<file path="src/hw/rtl/rhfb_pkg.sv">
// ----------------------------------------------------------------------------
// rhfb_pkg
// Shared types and constants of the density and Fock matrix builder.
// ----------------------------------------------------------------------------
`default_nettype none

package rhfb_pkg;

  localparam int DATA_W = 32;
  localparam int CNT_W  = 4;
  localparam int ACC_W  = 74;
  localparam int FRAC_W = 16;

  localparam logic signed [DATA_W-1:0] ONE_Q16 = 32'sh0001_0000;

  localparam logic [1:0] OP_COEF      = 2'd0;
  localparam logic [1:0] OP_ONE_BODY  = 2'd1;
  localparam logic [1:0] OP_INTEGRAL  = 2'd2;
  localparam logic [1:0] OP_COMPUTE   = 2'd3;

  localparam int REG_IDX_W = 1;
  localparam logic [REG_IDX_W-1:0] REG_SPATIAL  = 1'b0;
  localparam logic [REG_IDX_W-1:0] REG_OCCUPIED = 1'b1;

  localparam logic [CNT_W-1:0] SPATIAL_RESET  = 4'd8;
  localparam logic [CNT_W-1:0] OCCUPIED_RESET = 4'd1;

  typedef struct packed {
    logic             valid;
    logic             first;
    logic             last;
    logic             dens;
    logic             diag;
    logic             final_entry;
    logic [CNT_W-1:0] x;
    logic [CNT_W-1:0] y;
  } token_t;

endpackage

`default_nettype wire

</file>
<file path="src/hw/rtl/rhfb_mac.sv">
// ----------------------------------------------------------------------------
// rhfb_mac
// Shared multiply-accumulate unit: product, exact wide accumulation, round
// half up to Q16.16 with optional doubling, and 32-bit saturation.
// ----------------------------------------------------------------------------
`default_nettype none

module rhfb_mac (
  input  wire logic                               clk,
  input  wire logic                               rst,
  input  wire logic signed [rhfb_pkg::DATA_W-1:0] op_a,
  input  wire logic signed [rhfb_pkg::DATA_W-1:0] op_b,
  input  wire logic signed [rhfb_pkg::DATA_W-1:0] init,
  input  wire rhfb_pkg::token_t                   tk_in,
  output rhfb_pkg::token_t                        tk_out,
  output logic signed [rhfb_pkg::DATA_W-1:0]      result,
  output logic                                    active
);

  localparam int ACC_W = rhfb_pkg::ACC_W;
  localparam int RND_W = ACC_W - rhfb_pkg::FRAC_W;
  localparam int DW    = rhfb_pkg::DATA_W;

  rhfb_pkg::token_t           tka;
  rhfb_pkg::token_t           tkb;
  rhfb_pkg::token_t           tkc;
  logic signed [2*DW-1:0]     prod;
  logic signed [DW-1:0]       init_q;
  logic signed [ACC_W-1:0]    acc;
  logic signed [ACC_W-1:0]    acc_next;
  logic signed [ACC_W-1:0]    base;
  logic signed [ACC_W-1:0]    scaled;
  logic signed [ACC_W-1:0]    rounded;
  logic signed [RND_W-1:0]    rnd;
  logic                       ovf;

  always_comb begin
    base = tka.first ? {{(ACC_W-DW-rhfb_pkg::FRAC_W){init_q[DW-1]}}, init_q,
                        {rhfb_pkg::FRAC_W{1'b0}}} : acc;
    acc_next = base + {{(ACC_W-2*DW){prod[2*DW-1]}}, prod};
    scaled   = tkb.dens ? {acc[ACC_W-2:0], 1'b0} : acc;
    rounded  = scaled + {{(ACC_W-rhfb_pkg::FRAC_W){1'b0}}, 1'b1,
                         {(rhfb_pkg::FRAC_W-1){1'b0}}};
    ovf      = (rnd[RND_W-1:DW-1] != '0) && (rnd[RND_W-1:DW-1] != '1);
  end

  always_ff @(posedge clk) begin
    if (rst) begin
      tka    <= '0;
      tkb    <= '0;
      tkc    <= '0;
      tk_out <= '0;
    end else begin
      tka          <= tk_in;
      tkb          <= tka;
      tkc          <= tkb;
      tkc.valid    <= tkb.valid && tkb.last;
      tk_out       <= tkc;
    end
  end

  always_ff @(posedge clk) begin
    prod   <= op_a * op_b;
    init_q <= init;
    if (tka.valid) begin
      acc <= acc_next;
    end
    rnd <= rounded[ACC_W-1:rhfb_pkg::FRAC_W];
    if (ovf) begin
      result <= rnd[RND_W-1] ? {1'b1, {(DW-1){1'b0}}} : {1'b0, {(DW-1){1'b1}}};
    end else begin
      result <= rnd[DW-1:0];
    end
  end

  assign active = tka.valid || tkb.valid || tkc.valid || tk_out.valid;

endmodule

`default_nettype wire

</file>
<file path="config.mk">
export PLATFORM = sky130hd
export DESIGN_NAME = rhfb_mac
export DESIGN_NICKNAME = d
export VERILOG_FILES = /design/src/hw/rtl/rhfb_pkg.sv /design/src/hw/rtl/rhfb_mac.sv
export SDC_FILE = /design/constraint.sdc
export NUM_CORES = 2
export LEC_CHECK = 0
export BUFFER_PORTS_ARGS = -buffer_cell sky130_fd_sc_hd__clkbuf_2
export CORE_ASPECT_RATIO = 0.75
export CORE_UTILIZATION = 30
export DETAILED_ROUTE_END_ITERATION = 16
export PLACE_DENSITY_LB_ADDON = 0.15
export RECOVER_POWER = 100
export SYNTH_ARGS = -nofsm -noshare
export SYNTH_HDL_FRONTEND = slang
export SYNTH_SLANG_ARGS = --single-unit
export TNS_END_PERCENT = 100
</file>
<file path="constraint.sdc">
create_clock -name clk -period 9.12 [get_ports clk]
set_clock_uncertainty 0.1 [all_clocks]
set_input_delay 1.824 -clock clk [delete_from_list [all_inputs] [get_ports clk]]
set_output_delay 1.824 -clock clk [all_outputs]
set_load 0.02 [all_outputs]
</file>
# [After elaboration in Yosys (flattened, before gate mapping)]
# Cells that the tools add are included.
[totals] word_cells=51 input_bits=112 out_inout_bits=47 reg_bits=316
[classes] n_addsub=2 eq_ne=1 reduce_logical=6 mul=1 n_mux=4
[ops] op="74-bit two-way mux" count=2
[ops] op="74-bit by 16-bit adder with 74-bit output (second input constant)" count=1
[ops] op="74-bit adder" count=1
[ops] op="32-bit by 32-bit multiplier with 64-bit output" count=1
[ops] op="32-bit two-way mux" count=2
[ops] op="27-bit inequality test (second input constant)" count=1
[ops] op="27-bit nonzero test" count=1
[ops] op="1-bit logical OR" count=3
[ops] op="1-bit logical AND" count=2

# [Longest topological paths before layout]
[logic_depth] depth_word=3 mapped_depth=30 ltp_nobuf=29

# [Worst setup path after synthesis]
# No wires, ideal clock.
[synth_timing] path_kind="input-to-reg" from="input op_a[31] in the netlist's numbering" to="register prod[58]" path_buffers=1 setup_time_ps=62 required_time_ps=8958 cell_stages=24 path_slack_ps=-195 arrival_time_ps=9154 path_cell_list="clkbuf_1 nand2_1 inv_1 fa_1 fa_1 fa_1 inv_1 fa_1 fa_1 fa_1 fa_1 fa_1 inv_1 ha_1 a21oi_1 o221ai_1 a21oi_1 o21ai_1 a221o_1 a22o_1 o31a_1 o211a_1 or4b_1 nand3_1"
[synth_between] elab_chain_cells=1
[synth_rtl] element="start: declaration" line="rhfb_mac.sv:11" text="input wire logic signed [rhfb_pkg::DATA_W-1:0] op_a,"
[synth_rtl] element="32-bit by 32-bit multiplier with 64-bit output" line="rhfb_mac.sv:63" text="prod <= op_a * op_b;"
[synth_rtl] element="end signal: assignment" line="rhfb_mac.sv:63"
[synth_rtl] element="end: declaration" line="rhfb_mac.sv:27" text="logic signed [2*DW-1:0] prod;"
# No other way between the ends.
# A chain may end at the register's enable or synchronous reset.

# [Worst setup path after layout]
[layout_timing] from="input op_a[17] in the netlist's numbering" to="register prod[58]"
# Same word-level chain as after synthesis.

==> reports/qor.csv <==
metric,value,unit
status,finished with violations,
violations,"capacitance limit, slew limit",
final_hold_viol_count,0,
initial_utilization,0.302,
drc_errors,0,
worst_slew_pin_slew,2.88,ns
cts_tree,yes,
min_period,8.85,ns
r2r_cells,13,
die_x,480,µm
drt-vias-per-instance,4.52,
area_growth,15.5,%
ant_nets,0,
synth-edff-count,74,
avgSynthCellArea,9.42,µm²
yosys.area.top_type,fa_1,
antenna_found_initial,4,
clkTransAtPathRegs,0.06,ns
die_height,361,µm
num_vias,36800,
crit_family,adder cells,
synth_area_leaders,"fa_1 (42%), dfxtp_1 (9.4%), inv_1 (7.6%)",
min_from,rnd[57],
mostFrequentLayoutCells,"fa_1 (1,072), inv_1 (1,035), nand2_1 (647)",
yosysTopAreaCellShare,0.421,
ys_warn_count,0,
clk_latency,0.53,ns
syn_inst,5468,
ctsHoldBuffers,0,
utilization,0.349,
grt_pass1_vias,40700,
numCtsBuffers,36,
critPathSlowestCell,fa_1,
hold_depth,0,
critPathArrivalTime,9.21,ns
hold_class,flip-flop to flip-flop,
timing.rr.start,tka[12],
ys_ff_latch,316,
dieArea,173000,µm²
fmax,113,MHz
crit_cells,27,
path_class,input pin to flip-flop,
wl_per_cell,17.9,µm
slew_headroom,-0.922,
grt_overflow,0,
fin_area,59500,µm²
start_kind,input pin,
dpl_cell_area,58100,µm²
drv_cap,6,
end_kind,flip-flop,
drt_wl_total,146000,µm
gp_congestion,0.818,
critPathMaxFanout,11,
finalCritPeriodShare,0.970,
cp_common_cell,fa_1,
drt_iter0_drc,1888,
core,170000,µm²
required,9.48,ns
rows,131,
port_buffers,158,
netlist_area,51500,µm²
synthFlopType,dfxtp_1,
first_pass_iters,5,
ys_seq_area_frac,0.137,
layout_commonest_cell,fa_1,
cts_buffer_depth,3,
grt_usage,0.173,
reg2reg_slack,1.34,ns
synth.distinct_cells,92,
cp_num_buf_inv,7,
rsz0062_at_grt,true,
grt_pass1_wl,237000,µm
synth_nets,6921,
slew_violations,308,
slowest_delay,0.66,ns
final_nets,7295,
async_reset_ff_frac,0,
clock_sinks,316,
drive_above_1_share,0.122,
startpoint,op_a[17],
root_buffer,clkbuf_16,
ios,159,
grt_max_degree,65,
hpwl,127000,µm
cts-htree-levels,2,
finalSetupViolCount,0,
metal layers:
layer,global-route usage,part of all wire,up-vias
met5,0,0.000089,-
met2,0.285,0.46,540
li1,-,-,17400
met4,0.0221,0.013,2
met1,0.254,0.50,18800
met3,0.0115,0.029,119
final timing paths:
check,to
setup / recovery,prod[58]
hold / removal,result[31]
setup reg to reg,acc[72]
hold reg to reg,result[31]
worst reg2reg max path, delay by kind of cell, from the launching register on:
family | cells | cell delay (ns)
compound gates | 5 | 2.35
buf+inv | 1 | 1.47
flops | 1 | 1.43
simple gates | 4 | 1.14
mux | 1 | 0.45
fa+ha+maj | 1 | 0.40
xor+xnor | 1 | 0.19
what timing repair did:
| item | in CTS | in global routing |
|---|---|---|
| resized for setup | 1 | 81 |
| setup buffers | 0 | 5 |
| cloned | 0 | 3 |
| pin swaps | 0 | 10 |
| setup endpoints to repair | 2 | 13 |
synthesized netlist by cell type (31+ instances only):
library cell  count
nor2b_1          87
a21oi_1         164
a21o_1           75
inv_1          1038
nand2_1         648
dfxtp_1         242
ha_1            258
fa_1           1083
clkbuf_1        260
nor2_1          139
mux2i_1          31
and2_1          514
o21ai_0         145
nand3_1          65
mux2_2           39
nand4_1          35
xnor2_1         156
xor2_1           77
edfxtp_1         74
and3_1           38
flip-flops by register name, summed over array words and instances, names as in the netlist:
register  flops
acc          74
init_q       32
prod         64
result       32
rnd          58
tk_out       14
tka          14
tkb          14
tkc          14
cell families (layout without fill, tap and decap cells):
family / after synthesis / in the layout / synth area share
buffers and inverters: 1320 / 1722 / 0.0968
multiplexers: 70 / 70 / 0.0146
adder cells (fa/ha/maj): 1341 / 1341 / 0.484
XOR/XNOR: 233 / 233 / 0.0396
other: 0 / 3 / 0
AO/OA/AOI/OAI: 557 / 557 / 0.0687
flip-flops: 316 / 316 / 0.137
AND/OR/NAND/NOR: 1631 / 1631 / 0.159
final cells by class:
cell class | instances | area [µm²]
multi-input cells | 3832 | 39500
fillers | 17600 | 111000
diodes | 3 | 7.51
repair buffers | 618 | 4890
clock buffers | 47 | 1070
well taps | 2261 | 2830
flip-flops and latches | 316 | 7070
inverters | 1038 | 3900
clock inverters | 19 | 220
metrics by stage:
stage               std cells  setup slack (ns)  TNS, ns  hold slack [ns]
detailed placement       8057            -0.582    -5.90            0.304
global placement         8057            -0.519    -4.93            0.311
finish                   8134             0.272        0            0.299
global route             8132           -0.0358  -0.0818            0.329
floorplan                5468            0.0142        0            0.314
CTS                      8123            0.0228        0            0.313
Power is left out: the tool's default activity adds up to more than one toggle a clock period on the data nets, which glitch-free logic cannot reach.
